===== config.mk =====
export PLATFORM = sky130hd
export DESIGN_NAME = bsa_div
export DESIGN_NICKNAME = d
export VERILOG_FILES = /design/src/rtl/core/bsa_pkg.sv /design/src/rtl/core/bsa_div.sv
export SDC_FILE = /design/constraint.sdc
export NUM_CORES = 1
export LEC_CHECK = 0
export ABC_CLOCK_PERIOD_IN_PS = 6690
export BUFFER_PORTS_ARGS = -buffer_cell sky130_fd_sc_hd__buf_2
export CAP_MARGIN = 30
export CORE_MARGIN = 2
export CORE_UTILIZATION = 35
export CTS_CLUSTER_DIAMETER = 40
export DETAILED_ROUTE_END_ITERATION = 16
export HOLD_SLACK_MARGIN = 0.06
export PLACE_DENSITY = 0.54
export SLEW_MARGIN = 20
export SYNTH_ARGS = -nofsm -noshare
export SYNTH_HDL_FRONTEND = slang
export SYNTH_SLANG_ARGS = --single-unit

===== constraint.sdc =====
create_clock -name aclk -period 6.69 [get_ports aclk]
set_input_delay 0.3345 -clock aclk [delete_from_list [all_inputs] [get_ports aclk]]
set_output_delay 0.3345 -clock aclk [all_outputs]
set_load 0.03 [all_outputs]

===== src/rtl/core/bsa_pkg.sv =====
// Package for the bilinear splat accumulator: fixed-point formats, widths,
// register indexes and the per-axis mapping function.
// Depends on nothing; used by every file in rtl/core.
`default_nettype none

package bsa_pkg;

    // Fixed-point format of coordinates, weights and shares.
    localparam int FRAC_BITS = 8;
    localparam int SHARE_W   = FRAC_BITS + 1;

    // Accumulator widths.
    localparam int SUM_W = 40;
    localparam int WT_W  = 24;

    // Shared multiplier operand and product widths.
    localparam int MUL_A_W = 27;
    localparam int MUL_B_W = 18;
    localparam int PROD_W  = MUL_A_W + MUL_B_W;

    // Tile sizes and axis indexes fit in this many bits.
    localparam int SIZE_W = 12;
    localparam int FL_W   = PROD_W - 2 * FRAC_BITS + 1;

    // Divider widths.
    localparam int NUM_W = SUM_W + 1;
    localparam int QUO_W = 16;

    // Configuration register indexes.
    localparam logic [2:0] REG_TILE_HEIGHT = 3'd0;
    localparam logic [2:0] REG_TILE_WIDTH  = 3'd1;
    localparam logic [2:0] REG_ORIGIN_ROW  = 3'd2;
    localparam logic [2:0] REG_ORIGIN_COL  = 3'd3;
    localparam logic [2:0] REG_MAP_SCALE   = 3'd4;
    localparam logic [2:0] REG_BANDS       = 3'd5;

    // Operation codes.
    localparam logic [1:0] OP_SPLAT = 2'd0;
    localparam logic [1:0] OP_READ  = 2'd1;
    localparam logic [1:0] OP_CLEAR = 2'd2;

    localparam logic [SHARE_W-1:0] ONE_FX = SHARE_W'(1 << FRAC_BITS);

    // Result of mapping one axis: neighbor indexes and the low-side weight.
    typedef struct packed {
        logic               ok;
        logic [SIZE_W-1:0]  lo;
        logic [SIZE_W-1:0]  hi;
        logic [SHARE_W-1:0] w;
    } axis_t;

    // Takes the product scale * (src - origin) and finds floor and ceiling
    // pixel indexes with edge clamping.
    function automatic axis_t map_axis(input logic signed [PROD_W-1:0] p,
                                       input logic [SIZE_W-1:0] size);
        logic signed [FL_W-1:0] fl;
        logic signed [FL_W-1:0] ce;
        logic signed [FL_W-1:0] sz;
        logic [FRAC_BITS-1:0]   frac;
        logic                   nz;
        logic [SHARE_W-1:0]     w;
        axis_t                  r;
        fl   = FL_W'(p >>> (2 * FRAC_BITS));
        frac = p[2*FRAC_BITS-1:FRAC_BITS];
        nz   = |frac;
        ce   = fl + FL_W'(nz);
        sz   = FL_W'(size);
        w    = nz ? (ONE_FX - {1'b0, frac}) : '0;
        r.ok = !(fl >= sz) && !(ce < 0);
        if (ce >= sz) begin
            ce = fl;
            w  = ONE_FX;
        end
        if (fl < 0) begin
            fl = ce;
            w  = ONE_FX;
        end
        r.lo = fl[SIZE_W-1:0];
        r.hi = ce[SIZE_W-1:0];
        r.w  = w;
        return r;
    endfunction

endpackage

`default_nettype wire


===== src/rtl/core/bsa_div.sv =====
// Bit-serial restoring divider giving round-ready quotients saturated to 16 bits.
// Depends on bsa_pkg for widths.
`default_nettype none

module bsa_div (
    input  wire logic                       aclk,
    input  wire logic                       aresetn,
    input  wire logic                       start,
    input  wire logic [bsa_pkg::NUM_W-1:0]  num,
    input  wire logic [bsa_pkg::WT_W-1:0]   den,
    output logic                            done_reg,
    output logic [bsa_pkg::QUO_W-1:0]       quot_reg
);
    import bsa_pkg::*;

    logic            busy_reg;
    logic [4:0]      cnt_reg;
    logic [WT_W-1:0] rem_reg;
    logic [WT_W-1:0] den_reg;
    logic [WT_W:0]   rem_sh;
    logic            ge;

    // One quotient bit per cycle against the divisor held at start.
    assign rem_sh = {rem_reg, quot_reg[QUO_W-1]};
    assign ge     = rem_sh >= {1'b0, den_reg};

    always_ff @(posedge aclk) begin
        if (!aresetn) begin
            busy_reg <= 1'b0;
            done_reg <= 1'b0;
            cnt_reg  <= '0;
        end else begin
            done_reg <= 1'b0;
            if (start) begin
                // A quotient above 16 bits saturates at once.
                if (num[NUM_W-1:QUO_W] >= {1'b0, den}) begin
                    quot_reg <= '1;
                    done_reg <= 1'b1;
                end else begin
                    rem_reg  <= num[NUM_W-2:QUO_W];
                    quot_reg <= num[QUO_W-1:0];
                    den_reg  <= den;
                    cnt_reg  <= 5'(QUO_W);
                    busy_reg <= 1'b1;
                end
            end else if (busy_reg) begin
                rem_reg  <= ge ? WT_W'(rem_sh - {1'b0, den_reg}) : rem_sh[WT_W-1:0];
                quot_reg <= {quot_reg[QUO_W-2:0], ge};
                cnt_reg  <= cnt_reg - 5'd1;
                if (cnt_reg == 5'd1) begin
                    busy_reg <= 1'b0;
                    done_reg <= 1'b1;
                end
            end
        end
    end

endmodule

`default_nettype wire


After elaboration in Yosys (flattened, before gate mapping)

Cells that the tools add are included.

Flip-flop bits (word level): 71
Input port bits: 68
Output and inout port bits: 17

Add/subtract/negate cells: 2
Order comparisons: 2
Equality and inequality tests: 2
Multiplexer cells: 18
Bitwise gates (word level): 1
Reduce and logical (&&, ||, !) cells: 5

Operators by type and width:

| operator                                                               | count |
|---|---|
| 24-bit 2-to-1 mux                                                      | 4 |
| 25-bit by 24-bit greater-or-equal comparator with 1-bit output         | 2 |
| 16-bit 2-to-1 mux                                                      | 3 |
| 24-bit subtractor                                                      | 1 |
| 5-bit 2-to-1 mux                                                       | 3 |
| 1-bit 2-to-1 mux                                                       | 8 |
| 3-bit AND reduction                                                    | 2 |
| 5-bit by 1-bit equality test with 1-bit output (second input constant) | 1 |
| 5-bit by 1-bit subtractor with 5-bit output (second input constant)    | 1 |
| 2-bit AND reduction                                                    | 2 |
| 2-bit != test (second input constant)                                  | 1 |
| 2-bit nonzero test                                                     | 1 |
| 1-bit inverter                                                         | 1 |

Logic depth before layout (Yosys ltp)

Depth in word-level cells: 4
Mapped depth: 12

Worst setup path before layout

Ideal clock, no wire load.

Kind: in2reg
From: input den[6] (netlist bit)
To: register den_reg[0], enable pin
Setup time: 0.405 ns
Arrival: 3.081 ns
Data required time: 6.285 ns
Slack: 3.204 ns
Stages on the path: 8
Cells stage by stage: inv_1 ha_1 and4_1 a221oi_1 a21oi_1 or4_4 a211o_1 nor2_1

Cells in the longest elaborated chain, start to end: 3

RTL lines:

| what                                                           | RTL line      | source |
|---|---|---|
| start, declared                                                | bsa_div.sv:10 | `input wire logic [bsa_pkg::WT_W-1:0] den,` |
| 25-bit by 24-bit greater-or-equal comparator with 1-bit output | bsa_div.sv:36 | `if (num[NUM_W-1:QUO_W] >= {1'b0, den}) begin` |
| 1-bit inverter (no source line)                                | --            |  |
| 3-bit AND reduction (no source line)                           | --            |  |
| end signal, assigned                                           | bsa_div.sv:42 | `den_reg <= den;` |
| end, declared                                                  | bsa_div.sv:19 | `logic [WT_W-1:0] den_reg;` |

Every way passes these cells.
A chain may end at the register's enable or synchronous reset.

Worst setup path after layout

From: input num[16] (netlist bit)
To: register rem_reg[6], enable pin

Cells in the longest elaborated chain, start to end: 3

RTL lines:

| what                                                           | RTL line      | source |
|---|---|---|
| start, declared                                                | bsa_div.sv:9  | `input wire logic [bsa_pkg::NUM_W-1:0] num,` |
| 25-bit by 24-bit greater-or-equal comparator with 1-bit output | bsa_div.sv:36 |  |
| 2-bit != test (no source line)                                 | --            |  |
| 3-bit AND reduction (no source line)                           | --            |  |
| end signal, assigned                                           | bsa_div.sv:40 | `rem_reg <= num[NUM_W-2:QUO_W];` |
| end signal, assigned                                           | bsa_div.sv:47 | `rem_reg <= ge ? WT_W'(rem_sh - {1'b0, den_reg}) : rem_sh[WT_W-1:0];` |
| end, declared                                                  | bsa_div.sv:18 | `logic [WT_W-1:0] rem_reg;` |

Every way passes these cells.

==> reports/results.env <==
RUN_STATUS='complete, no violations'
POWERDENSITY_nW_PER_UM2=223
FP.COREAREA_UM2=14600
SYNTH-COMPOUND-AREA-SHARE_PCT=20.5
ANT_NETS=0
POWER.INTERNAL_mW=0.967
CLOCK_SINK_COUNT=71
FINAL-INSTANCE-COUNT-EXCL-FILL=831
FINAL.SETUP.TNS_NS=0
REG_TO_REG_SLACK_SETUP_NS=3.44
CLK-INSERTION-DELAY-LATE_NS=0.34
SYN-INSTANCE-COUNT=572
CTS_MADE_BUFFERS=9
DRIVE_GT1_SHARE_PCT=18.4
SYNTHESIS.YOSYS.WARNINGS=0
WORST_SETUP_PATH_START_KIND='primary input'
POST-ROUTE-MIN-PERIOD_NS=3.42
CAP_VIOL_MAX_COUNT=0
TOTAL_LEAKAGE_POWER_nW=2.69
CRITICAL_PATH_PEAK_FANOUT=16
P_SWITCHING_mW=0.394
GRT.OVERFLOW.TOTAL=0
MIN-DELAY-PATH-CLASS='primary input to flip-flop'
SYN-NUM-NETS=691
STDCELL_AREA_UM2=6100
FINAL_MIN_PERIOD_OVER_CLOCK_PERIOD_PCT=51.2
FINALCLOCKSKEW_NS=0.00707
POST_DRT_WL_PER_CELL_UM=17.3
WORSTSETUPSTARTPOINT='num[16]'
CTS_SETUP_BUFFERS=0
FP.DIEAREA_UM2=16000
YOSYSSEQAREASHARE_PCT=39.3
DETAIL_ROUTE.DRC_VIOLATIONS=0
POST_SYNTH_MAIN_AREA_CONTRIBUTORS='edfxtp_1 37%, ha_1 12%, inv_1 5.2%'
SYNTH_ENABLE_FLOP_CELLS=64
WORST_EP_ARRIVAL_TIME_NS=3.46
POSTROUTEWIRELENGTH_UM=14400
POSTSYNTHAREAPERCELL_UM2=9.17
NUM_ANTENNA_CELLS=0
VIAS_PER_CELL=5.52
PLACE_CONGESTION=0.860
PLACED_CELLS_INCL_TAPS=816
SETUP_VIOLATIONS=0
CRIT-REG2REG-CAPTURE='rem_reg[11]'
SYNTH_SIMPLE_GATE_AREA_SHARE_PCT=15.4
CTS_HTREE_LEVELS=3
RSZ_0062_RAISED_AFTER_GLOBAL_ROUTING='no'
REGTOREGSTARTPOINT='den_reg[1]'
WORST-ENDPOINT-REQUIRED_NS=6.73
POSTPLACECELLAREA_UM2=5800
HOLDPATHSTAGES=1
END_KIND='flip-flop'
FINAL_HOLD_FAILS=0
WORST-R2R-CELL-COUNT=9
YOSYS_MOST_USED_DFF='edfxtp_1'
SYNTH-ASYNC-RESET-RATIO_PCT=0
FLOORPLAN.DIE.HEIGHT_UM=126
VDD.IR_DROP.WORST_mV=0.116
NUMPORTBUFFERS=84
CLOCK.FMAX_GHz=0.292
SYNTH_TOP_AREA_SHARE_PCT=36.6
POWER_SWITCHING_SHARE_PCT=28.9
FINISH.NET_COUNT=762
GRT_UTIL_ALL_LAYERS_PCT=18.1
POST_CTS_RESIZED=0
NUM_ROWS=44
ANTENNA_FOUND_INITIAL=0
LAYOUT.FILLER_CELLS=1442
SYNTH-XOR-AREA-SHARE_PCT=2.17
CTS_HOLD_BUFFERS=0
SETUP_SLACK_NS=3.27
PWR-SHARE-SEQ_PCT=38.9
ROOT_BUFFER='clkbuf_16'
TRITONROUTE_PASS_1_ITERS=5
TIGHTESTPINTRANSITION_NS=0.831
CTS.PATH.MAX_BUFFERS=2
CTS.CLK_SLEW.WORST_PATHS_NS=0.06
PRE_CTS_WS_NS=2.86
SYNTH_TOP_FAMILY_BY_AREA='compound AO/OA/AOI/OAI gates'
HOLD_PATH_SINK='den_reg[5]'
SYNTHMUXAREASHARE_PCT=2.29
SYNTH_REGISTER_BITS=71
GRT_START_MAX_NET_PINS=80
WHS_NS=0.180
MAX_SLEW_MARGIN_PCT=44.5
DETAILEDPLACEMENTHPWL_UM=10800
TRITONCTS='yes'
DETAIL_ROUTE.ITER0.VIOLATIONS=303
INITIAL_UTILIZATION_PCT=36.0
FP.DIEW_UM=126
POST_SYNTHESIS_CELL_AREA_UM2=5250
SYNTH_LARGEST_AREA_CELL='edfxtp_1'
ROUTED-VIA-COUNT=4587
FINAL_MAX_SLEW_VIOL_COUNT=0
GRT_PASS1_VIAS=4624
POWER.SHARE.COMBINATIONAL_PCT=23.8
MIN_FROM='den[5]'
SYNTH_CELL_TYPE_COUNT=67
GRT_FIRST_PASS_WIRELENGTH_UM=23200
POWER_FRAC_CLOCK_PCT=37.3
AREAGROWTHSYNTHTOFINISH_PCT=16.3
IOS=85
WORSTSETUPPATHTYPE='primary input to flip-flop'
SYNTHADDERAREAFRAC_PCT=12.3
## routing by layer
layer | global-route usage [%] | part of all wire, % | vias up
met5 | 0 | 0 | -
met1 | 24.1 | 46 | 2197
met4 | 6.79 | 2.3 | 0
met2 | 29.3 | 47 | 127
met3 | 3.37 | 4.7 | 23
li1 | - | - | 2240
## power by group through the flow
stage	logic [mW]	clock network (mW)	registers (mW)
finish	0.324	0.508	0.530
detailed placement	0.321	0	0.539
CTS	0.323	0.516	0.530
global placement	0.316	0	0.538
global route	0.359	0.533	0.532
floorplan	0.220	0	0.545
## worst max path at each step
stage	end	slack [ns]	depth (start not counted)
after floorplan	den_reg[0]	3.20	8
after global placement	rem_reg[11]	2.67	10
after detailed placement	rem_reg[4]	2.86	11
after CTS	rem_reg[6]	3.20	11
after global routing	rem_reg[9]	3.02	11
final	rem_reg[6]	3.27	11
## cell usage in the layout, fill, tap and decap left out, types with 4 or more instances in the layout
master / count
a211oi_1: 6
a21o_1: 12
a21oi_1: 36
a31o_2: 4
a31oi_1: 25
and3_1: 7
and4_1: 5
buf_2: 84
buf_4: 4
clkbuf_16: 9
dfxtp_1: 7
edfxtp_1: 64
ha_1: 50
inv_1: 73
mux2i_1: 12
nand2_1: 51
nand2b_1: 5
nand3_1: 19
nand4_1: 7
nor2_1: 37
nor2b_1: 4
nor3_1: 7
nor4_1: 4
o211ai_1: 6
o21a_1: 6
o21ai_0: 16
o21ai_1: 11
xnor2_1: 10
## cell families (layout without fill, tap and decap cells)
| family | after synthesis | after routing |
|---|---|---|
| simple gates | 164 | 164 |
| compound gates | 159 | 159 |
| buf+inv | 102 | 177 |
| flops | 71 | 71 |
| fa+ha+maj | 51 | 51 |
| xor+xnor | 13 | 13 |
| mux | 12 | 12 |
## synth_stat cells (5+ instances only)
master	instances
a211oi_1	6
a21o_1	12
a21oi_1	36
a31oi_1	25
and3_1	7
and4_1	5
buf_2	5
buf_4	5
clkbuf_1	16
dfxtp_1	7
edfxtp_1	64
ha_1	50
inv_1	73
mux2i_1	12
nand2_1	51
nand2b_1	5
nand3_1	19
nand4_1	7
nor2_1	38
nor3_1	7
o211ai_1	6
o21a_1	6
o21ai_0	16
o21ai_1	11
xnor2_1	10
## worst max-delay path, cell delays in order
cell and delay (ns):
buf_2 0.09, inv_1 0.04, ha_1 0.28, nor2b_1 0.13, o21ai_0 0.12, a221oi_1 0.25, a21oi_1 0.15, or4_4 0.57
a21oi_2 0.62, o21a_1 0.62, buf_8 0.25
## through the flow
| stage | util [%] | total power, mW |
|---|---|---|
| finish | 41.8 | 1.36 |
| global route | 41.8 | 1.42 |
| CTS | 41.8 | 1.37 |
| detailed placement | 39.7 | 0.860 |
| global placement | 39.6 | 0.854 |
| floorplan | - | 0.766 |
## area by class of cell
| type | instances | area (um2) | share of cell area [%] |
|---|---|---|---|
| multi-input cells | 399 | 2770 | 45.3 |
| flip-flops and latches | 71 | 2060 | 33.8 |
| repair buffers | 89 | 465 | 7.63 |
| inverters | 73 | 274 | 4.49 |
| clock buffers | 11 | 233 | 3.81 |
| well taps | 184 | 230 | 3.77 |
| clock inverters | 4 | 71.3 | 1.17 |
No activity file was read; power rests on OpenSTA's default activity.
