===== src/rtl/core/bsa_pkg.sv =====
// Package for the bilinear splat accumulator: fixed-point formats, widths,
// register indexes and the per-axis mapping function.
// Depends on nothing; used by every file in rtl/core.
`default_nettype none

package bsa_pkg;

    // Fixed-point format of coordinates, weights and shares.
    localparam int FRAC_BITS = 8;
    localparam int SHARE_W   = FRAC_BITS + 1;

    // Accumulator widths.
    localparam int SUM_W = 40;
    localparam int WT_W  = 24;

    // Shared multiplier operand and product widths.
    localparam int MUL_A_W = 27;
    localparam int MUL_B_W = 18;
    localparam int PROD_W  = MUL_A_W + MUL_B_W;

    // Tile sizes and axis indexes fit in this many bits.
    localparam int SIZE_W = 12;
    localparam int FL_W   = PROD_W - 2 * FRAC_BITS + 1;

    // Divider widths.
    localparam int NUM_W = SUM_W + 1;
    localparam int QUO_W = 16;

    // Configuration register indexes.
    localparam logic [2:0] REG_TILE_HEIGHT = 3'd0;
    localparam logic [2:0] REG_TILE_WIDTH  = 3'd1;
    localparam logic [2:0] REG_ORIGIN_ROW  = 3'd2;
    localparam logic [2:0] REG_ORIGIN_COL  = 3'd3;
    localparam logic [2:0] REG_MAP_SCALE   = 3'd4;
    localparam logic [2:0] REG_BANDS       = 3'd5;

    // Operation codes.
    localparam logic [1:0] OP_SPLAT = 2'd0;
    localparam logic [1:0] OP_READ  = 2'd1;
    localparam logic [1:0] OP_CLEAR = 2'd2;

    localparam logic [SHARE_W-1:0] ONE_FX = SHARE_W'(1 << FRAC_BITS);

    // Result of mapping one axis: neighbor indexes and the low-side weight.
    typedef struct packed {
        logic               ok;
        logic [SIZE_W-1:0]  lo;
        logic [SIZE_W-1:0]  hi;
        logic [SHARE_W-1:0] w;
    } axis_t;

    // Takes the product scale * (src - origin) and finds floor and ceiling
    // pixel indexes with edge clamping.
    function automatic axis_t map_axis(input logic signed [PROD_W-1:0] p,
                                       input logic [SIZE_W-1:0] size);
        logic signed [FL_W-1:0] fl;
        logic signed [FL_W-1:0] ce;
        logic signed [FL_W-1:0] sz;
        logic [FRAC_BITS-1:0]   frac;
        logic                   nz;
        logic [SHARE_W-1:0]     w;
        axis_t                  r;
        fl   = FL_W'(p >>> (2 * FRAC_BITS));
        frac = p[2*FRAC_BITS-1:FRAC_BITS];
        nz   = |frac;
        ce   = fl + FL_W'(nz);
        sz   = FL_W'(size);
        w    = nz ? (ONE_FX - {1'b0, frac}) : '0;
        r.ok = !(fl >= sz) && !(ce < 0);
        if (ce >= sz) begin
            ce = fl;
            w  = ONE_FX;
        end
        if (fl < 0) begin
            fl = ce;
            w  = ONE_FX;
        end
        r.lo = fl[SIZE_W-1:0];
        r.hi = ce[SIZE_W-1:0];
        r.w  = w;
        return r;
    endfunction

endpackage

`default_nettype wire


===== src/rtl/core/bsa_mul.sv =====
// Shared signed multiplier of the splat accumulator, one registered product.
// Depends on bsa_pkg for operand widths.
`default_nettype none

module bsa_mul (
    input  wire logic                               aclk,
    input  wire logic signed [bsa_pkg::MUL_A_W-1:0] a_in,
    input  wire logic signed [bsa_pkg::MUL_B_W-1:0] b_in,
    output logic signed [bsa_pkg::PROD_W-1:0]       prod_reg
);
    import bsa_pkg::*;

    // The product is registered and appears in the cycle after its operands.
    always_ff @(posedge aclk) begin
        prod_reg <= a_in * b_in;
    end

endmodule

`default_nettype wire


===== config.mk =====
export PLATFORM = sky130hd
export DESIGN_NAME = bsa_mul
export DESIGN_NICKNAME = d
export VERILOG_FILES = /design/src/rtl/core/bsa_pkg.sv /design/src/rtl/core/bsa_mul.sv
export SDC_FILE = /design/constraint.sdc
export NUM_CORES = 1
export LEC_CHECK = 0
export ABC_AREA = 1
export BUFFER_PORTS_ARGS = -buffer_cell sky130_fd_sc_hd__buf_2
export CAP_MARGIN = 20
export CELL_PAD_IN_SITES_DETAIL_PLACEMENT = 1
export CELL_PAD_IN_SITES_GLOBAL_PLACEMENT = 1
export CORE_MARGIN = 8
export CORE_UTILIZATION = 44
export CTS_BUF_LIST = sky130_fd_sc_hd__clkbuf_4 sky130_fd_sc_hd__clkbuf_8 sky130_fd_sc_hd__clkbuf_16
export CTS_CLUSTER_DIAMETER = 150
export DETAILED_ROUTE_END_ITERATION = 10
export GPL_ROUTABILITY_DRIVEN = 0
export HOLD_SLACK_MARGIN = 0.06
export PLACE_DENSITY_LB_ADDON = 0.1
export SETUP_SLACK_MARGIN = 0.05
export SLEW_MARGIN = 20
export SYNTH_ARGS = -nofsm -noshare
export SYNTH_HDL_FRONTEND = slang
export SYNTH_SLANG_ARGS = --single-unit

===== constraint.sdc =====
create_clock -name aclk -period 6.3 [get_ports aclk]
set_clock_uncertainty 0.05 [all_clocks]
set_input_delay 0.63 -clock aclk [delete_from_list [all_inputs] [get_ports aclk]]
set_output_delay 0.63 -clock aclk [all_outputs]
set_load 0.01 [all_outputs]

======== Word-level counts from Yosys, hierarchy flattened ========
Index checks and enable logic that the tools add are counted.
storage, ports and cells
  flip-flop bits (word level) ............. 45
  bits in latches ......................... 0
  RAM bits ................................ 0
  memory bits (read-only) ................. 0
  input port bits ......................... 46
  logic and storage cells ................. 2
  memories kept ........................... 0
cells by class
  add/sub/neg operators ................... 0
  multiply operators ...................... 1
  divide/modulo/power cells ............... 0
  $lt $le $gt $ge ......................... 0
  equal/unequal tests ..................... 0
  shift operators ......................... 0
  muxes and demuxes ....................... 0
  bitwise operators ....................... 0
  reduce and logical (&&, ||, !) cells .... 0
operator list
  kind            count
  $mul 27x18->45  1

======== Depth between registers and ports, before layout ========
Gate-level depths: netlist of run 1.
  depth in word-level cells ............... 1
  gate-level depth with buffers ........... 29
  mapped depth without buffers ............ 27

======== Least setup slack after synthesis of run 1 ========
No wires, ideal clock.
  path type ............................... input to register
  start point ............................. input b_in[6] (netlist bit)
  end point ............................... register prod_reg[43] (netlist bit)
  data arrival time ....................... 5.768 ns
  required time ........................... 6.137 ns
  path slack .............................. 0.370 ns
  stages on the path ...................... 20
  buffers on the path ..................... 2
  path through ............................ clkbuf_1 > clkbuf_1 > nand2_1 > fa_1 > inv_1 > fa_1 > inv_1 > fa_1 > fa_1 > fa_1 > fa_1 > inv_1 > ha_1 > nand2_2 > nor3_1 > nand2_1 > nor2_2 > nand3_1 > nand4_1 > nand2_1
on the way
  word-level cells in the longest chain between the ends .. 1
RTL lines
  what                  RTL line       source
  start, declared       bsa_mul.sv:8   input wire logic signed [bsa_pkg::MUL_B_W-1:0] b_in,
  $mul 27x18->45        bsa_mul.sv:15  prod_reg <= a_in * b_in;
  end signal, assigned  bsa_mul.sv:15
  end, declared         bsa_mul.sv:9   output logic signed [bsa_pkg::PROD_W-1:0] prod_reg
No other way between the ends.

======== Final worst setup path of run 1 ========
  start point ............................. input b_in[8] (netlist bit)
  end point ............................... register prod_reg[28] (netlist bit)
Same word-level chain as after synthesis.

==> results of run 1 <==
[cells in the mapped netlist, drive strengths merged]
cell    count  share of area
clkbuf    100          0.019
a21oi      33          0.010
nand2     764           0.15
nor2      104          0.023
and2        1        0.00032
clkinv      3        0.00057
buf         7         0.0013
nand3b      4         0.0015
xor2       17         0.0076
fa        473           0.48
ha        111          0.071
dfxtp      45          0.046
nand4      11         0.0038
a21o        1        0.00038
or2         3        0.00095
nand3      43          0.012
o21ai       6         0.0021
o21bai      6         0.0027
inv       858           0.16
xnor2       6         0.0027
nor3        5         0.0018
[per-layer routing]
metal  global-route usage  wire, um
met5                    0        23
met4              0.05629      1357
met3              0.01469      2104
met2               0.4629     32140
met1               0.3363     26880
[path summary, 6_finish.rpt]
path / end / slack [ns] / cells after the start
worst max-delay path: prod_reg[28] / 0.31 / 21
worst min-delay path: prod_reg[0] / 0.81 / 4
[cell families after synthesis]
logic type,share of synthesized area
AOI/OAI and AO/OA,0.01528
xor gates and xnor gates,0.01025
and+or+nand+nor,0.1915
adders and majority gates,0.5524
DFF,0.04583
buffers and inverters,0.1848
[worst max-delay path, cell delays in order]
cell and delay, ns:
buf_2 0.46, nand2_1 0.13, fa_1 0.52, inv_1 0.05, fa_1 0.48, inv_1 0.06, fa_1 0.51, inv_1 0.06
fa_1 0.50, fa_1 0.51, inv_1 0.05, fa_1 0.55, inv_1 0.07, ha_1 0.39, nand2_1 0.14, nor2_2 0.25
nand2_1 0.13, nor3_2 0.20, nand2_1 0.10, nand3_1 0.10, xor2_1 0.22
[cell type report]
type                            count  area (um^2)  area share
Multi-Input combinational cell   1588        15140      0.7076
Inverter                          861         3232      0.1510
Timing Repair Buffer              171         1224     0.05719
Sequential cell                    45        900.9     0.04210
Tap cell                          592        740.7     0.03462
Clock buffer                        5        125.1    0.005848
Clock inverter                      2        35.03    0.001637
[metrics by stage]
stage               utilization  std cells  TNS [ns]
floorplan                     -       2601         0
global placement         0.4806       3257  -0.07328
detailed placement       0.4806       3257   -0.3097
CTS                      0.4842       3264         0
global route             0.4849       3264         0
finish                   0.4849       3264         0
==> results.cfg, run 1 <==
[run_status]
status = complete, no violations

[floorplanning]
die_w_um = 227.4
fp.dieH_um = 227.4
core.rowCount = 77
start_util = 0.4455
die_area_um2 = 51690
io_pins = 91
core_area_um2 = 44120

[timing]
worst_slew_pin_slew_ns = 0.6565
period_minus_slack_ns = 5.992
period_share = 0.9511
slew_headroom = 0.5624
hold_slack_ns = 0.8093
clock.fmax_mhz = 166.9
rsz0062_at_grt = false
hold_viol = 0
maxSlewViolCount = 0
fin_ws_ns = 0.3079
setup_viol = 0

[synthesis]
synth_area_um2 = 19660
seq_area_frac_synth = 0.04583
postSynthAreaPerCell_um2 = 7.558
ys_ff_latch = 45
synth.distinct_cells = 33
synth_cells = 2601
yosysWarnings = 0
synth_nets = 3231

[global_route]
grt_max_degree = 29
grt_pass1_wl_um = 102000
grtUsageTotal = 0.2562
overflow = 0
first_global_vias = 18590
antenna_found_initial = 2

[worst_setup_path]
endpoint_kind = flop
path_class = input pin to flop
crit_fanout = 23
crit_start = b_in[8]
arrival_ns = 6.15
worst_ep_required_time_ns = 6.46
startpoint_type = input pin

[final_layout]
largest_register_ffs = 45
fillers = 5647
final_cell_mix = inv_1, nand2_1, fa_1
nNetsFinal = 3302
final_area_um2 = 21400
drive_gt1_frac = 0.09169
antenna_cells = 0
area_growth_pct = 8.847
layout_commonest_cell = inv_1

[place]
place_ws_ns = -0.1498
hpwl_um = 53960
place_area_um2 = 21210
port_buffers = 90

[detailed_routing]
drt_pass1_iterations = 5
routed_wl_um = 62510
detail_route.iter0.violations = 796
drc_errors = 0
vias = 15990
wl_per_cell_um = 19.15
detail_route.vias_per_cell = 4.897
antenna_left = 0

[clock_tree]
cts_sinks = 45
cts_setup_buffers = 0
cts_root_buf = clkbuf_16
tritoncts = yes
clkSlewWorstSetupHoldPaths_ns = 0.07
cts.htree.levels = 2
cts_made_buffers = 5
cts_resized = 0
holdBufCountCts = 0
cts_max_path_buffers = 2

[worst_hold_path]
hp-start = a_in[0]
hp-class = input pin to flop

[flow_run]
drv_cap = 0
Power of run 1 is not shown: default switching activity piles up to over one toggle a cycle in this logic, so the estimate is an artifact.
==> run 2: changes to the inputs <==
--- a/config.mk
+++ b/config.mk
@@ -13,3 +13,3 @@
 export CORE_MARGIN = 8
-export CORE_UTILIZATION = 44
+export CORE_UTILIZATION = 49
 export CTS_BUF_LIST = sky130_fd_sc_hd__clkbuf_4 sky130_fd_sc_hd__clkbuf_8 sky130_fd_sc_hd__clkbuf_16
@@ -20,2 +20,3 @@
 export PLACE_DENSITY_LB_ADDON = 0.1
+export RECOVER_POWER = 50
 export SETUP_SLACK_MARGIN = 0.05
==> constraint.sdc (replaced) <==
create_clock -name aclk -period 6.7 [get_ports aclk]
set_clock_uncertainty 0.05 [all_clocks]
set_input_delay 0.335 -clock aclk [delete_from_list [all_inputs] [get_ports aclk]]
set_output_delay 0.335 -clock aclk [all_outputs]
set_load 0.01 [all_outputs]
==> results.cfg, run 2 (synthesis results as in run 1) <==
[run_status]
status = complete, no violations

[global_route]
grtUsageTotal = 0.2728
antenna_found_initial = 3
grt_max_degree = 28
overflow = 0
grt_pass1_wl_um = 100500
first_global_vias = 18780

[detailed_routing]
drt_pass1_iterations = 5
wl_per_cell_um = 19.46
routed_wl_um = 60910
vias = 15730
detail_route.iter0.violations = 772
antenna_left = 0
drc_errors = 0
detail_route.vias_per_cell = 5.025

[final_layout]
nNetsFinal = 3234
antenna_cells = 0
fillers = 5073
final_area_um2 = 20580
drive_gt1_frac = 0.04990
layout_commonest_cell = inv_1
final_cell_mix = inv_1, nand2_1, fa_1
area_growth_pct = 4.710
largest_register_ffs = 45

[place]
hpwl_um = 52630
place_area_um2 = 20460
port_buffers = 90

[worst_setup_path]
crit_fanout = 21
endpoint_kind = flop
startpoint_type = input pin
arrival_ns = 6.31
worst_ep_required_time_ns = 6.79
path_class = input pin to flop

[floorplanning]
io_pins = 91
core_area_um2 = 39640
start_util = 0.4959
core.rowCount = 73
die_w_um = 216.3
fp.dieH_um = 216.3
die_area_um2 = 46780

[timing]
period_minus_slack_ns = 6.220
tns_ns = 0
hold_slack_ns = 0.4835
clock.fmax_mhz = 160.8
period_share = 0.9283
hold_viol = 0
rsz0062_at_grt = false
slew_headroom = 0.4652
maxSlewViolCount = 0
worst_slew_pin_slew_ns = 0.8021
setup_viol = 0

[clock_tree]
cts_made_buffers = 5
clkSlewWorstSetupHoldPaths_ns = 0.07
cts_resized = 0
cts_sinks = 45
cts_setup_buffers = 0
cts.htree.levels = 2
cts_root_buf = clkbuf_16
cts_max_path_buffers = 2
holdBufCountCts = 0
tritoncts = yes

[worst_hold_path]
hp-class = input pin to flop

[flow_run]
drv_cap = 0
==> run 2: cell count changes in the layout (fill, tap and decap cells not counted), moves of 2 or more <==
cell,before,now
buf_4,69,13
buf_2,84,47
fa_1,471,473
buf_12,12,0
clkbuf_4,6,0
fa_2,2,0
clkbuf_1,0,43
==> run 2: layer usage <==
metal  vias up  global-route usage  routed length, um
li1       7088                   -                  -
met5         -                   0                 36
met2       326              0.4996              31820
met4         6             0.07867               1870
met1      8199              0.3300              24350
met3       108             0.03760               2831
==> run 2: critical path, cell delays in order <==
cell and delay [ns]:
buf_2 0.60, nand2_1 0.19, fa_1 0.58, inv_1 0.06, fa_1 0.49, fa_1 0.60, fa_1 0.50, fa_1 0.52
inv_1 0.06, fa_1 0.48, inv_1 0.05, ha_1 0.40, nand2_2 0.16, nor2_2 0.27, nand2_1 0.15, nor2_2 0.13
nand2_1 0.08, nand3_1 0.16, xor2_1 0.44
==> run 2: layout make-up <==
type | instances | area, um^2 | area share
tap | 525 | 656.9 | 0.03191
sequential | 45 | 900.9 | 0.04377
inverter | 861 | 3232 | 0.1570
multi-input combinational | 1588 | 15120 | 0.7347
clock buffer | 6 | 138.9 | 0.006747
timing repair buffer | 103 | 494.2 | 0.02401
clock inverter | 2 | 37.54 | 0.001824
==> run 2: path summary, 6_finish.rpt <==
path | from | to | cells after the start
max | b_in[9] | prod_reg[26] | 19
min | b_in[0] | prod_reg[0] | 3
==> run 2: stage by stage <==
stage | instances | worst slack (ns) | utilization
2_1_floorplan | 2601 | 1.065 | -
6_report | 3130 | 0.4802 | 0.5193
4_1_cts | 3130 | 0.5212 | 0.5206
3_5_place_dp | 3122 | 0.2706 | 0.5162
3_3_place_gp | 3122 | 0.2672 | 0.5162
5_1_grt | 3130 | 0.3213 | 0.5193
Power of run 2 is left out for the same reason.
==> run 3: changes to the inputs <==
- RECOVER_POWER: 50 -> 25
- SKIP_LAST_GASP: unset -> 1
==> results.cfg, run 3 (synthesis results as in run 1) <==
[clock_tree]
cts_resized = 0
cts_max_path_buffers = 2
cts_made_buffers = 5
clkSlewWorstSetupHoldPaths_ns = 0.07
tritoncts = yes
cts_sinks = 45
cts_root_buf = clkbuf_16
cts.htree.levels = 2
holdBufCountCts = 0
cts_setup_buffers = 0

[place]
port_buffers = 90
post-place-cells = 3122
hpwl_um = 52630

[timing]
worst_slew_pin_slew_ns = 0.7953
period_share = 0.9279
setup_viol = 0
hold_viol = 0
period_minus_slack_ns = 6.217
rsz0062_at_grt = false
slew_headroom = 0.4698
clock.fmax_mhz = 160.9
maxSlewViolCount = 0
tns_ns = 0

[global_route]
first_global_vias = 18780
overflow = 0
grt_pass1_wl_um = 100500
antenna_found_initial = 3
grtUsageTotal = 0.2728
gr-usage-met2 = 0.4996
use_met1 = 0.3300
met3_usage = 0.03760
top_usage_layer = met2
grt_max_degree = 28

[worst_setup_path]
crit_family = adder cells
startpoint_type = input pin
cp_slowest_cell = fa_1
path_common_cell = fa_1
slowest_delay_ns = 0.60
path_class = input pin to flop
arrival_ns = 6.30
cp_cell_sequence = buf_2 -> nand2_1 -> fa_1 -> inv_1 -> fa_1 -> fa_1 -> fa_1 -> fa_1 -> inv_1 -> fa_1 -> inv_1 -> ha_1 -> nand2_2 -> nor2_2 -> nand2_1 -> nor2_2 -> nand2_1 -> nand3_1 -> xor2_1
endpoint_kind = flop
crit_start = b_in[9]
cp_num_buf_inv = 4
worst_ep_required_time_ns = 6.79
crit_fanout = 21

[final_layout]
final_cell_mix = inv_1, nand2_1, fa_1
layout.cells.non_filler = 3130
antenna_cells = 0
area_growth_pct = 4.850
largest_register_ffs = 45
drive_gt1_frac = 0.05835
nNetsFinal = 3234
layout_commonest_cell = inv_1

[detailed_routing]
detail_route.iter0.violations = 702
routed_wl_um = 60920
antenna_left = 0
detail_route.vias_per_cell = 5.035
wl_per_cell_um = 19.46
drt_pass1_iterations = 5
vias = 15760
drc_errors = 0

[run_status]
status = complete, no violations

[floorplanning]
fp.dieH_um = 216.3
die_area_um2 = 46780
io_pins = 91
start_util = 0.4959
core_area_um2 = 39640
die_w_um = 216.3
core.rowCount = 73

[worst_hold_path]
hp-start = b_in[0]
hp-class = input pin to flop

[flow_run]
drv_cap = 0
## run 3: cell type report
cell class              count  area (um^2)
multi-input cells        1588        15120
fillers                  5061        19030
clock inverters             2        37.54
flip-flops and latches     45        900.9
well taps                 525        656.9
repair buffers            103        521.8
inverters                 861         3232
clock buffers               6        138.9
## run 3: path summary, 6_finish.rpt
| check | slack (ns) | cells past startpoint | endpoint |
|---|---|---|---|
| max | 0.48 | 19 | prod_reg[26] |
| min | 0.47 | 3 | prod_reg[0] |
## run 3: tightest hold or removal path, delay by kind of cell
kind                   cells  cell delay, ns
buffers and inverters      2            0.31
and+or+nand+nor            1            0.13
## run 3: stage by stage
step                cell area [um^2]  hold slack [ns]  setup slack [ns]    util
finish                         20610           0.4742            0.4831  0.5199
global route                   20610           0.5085            0.3213  0.5199
CTS                            20640           0.4787            0.5212  0.5206
detailed placement             20460           0.6827            0.2706  0.5162
global placement               20460           0.6846            0.2672  0.5162
floorplan                      19660           0.5890             1.065       -
## run 3: per-layer routing
metal,part of all wire,vias to the layer above
met5,0.00059,-
met4,0.030,6
met3,0.046,103
met2,0.52,326
met1,0.40,8236
li1,-,7088
Power of run 3 is left out for the same reason.
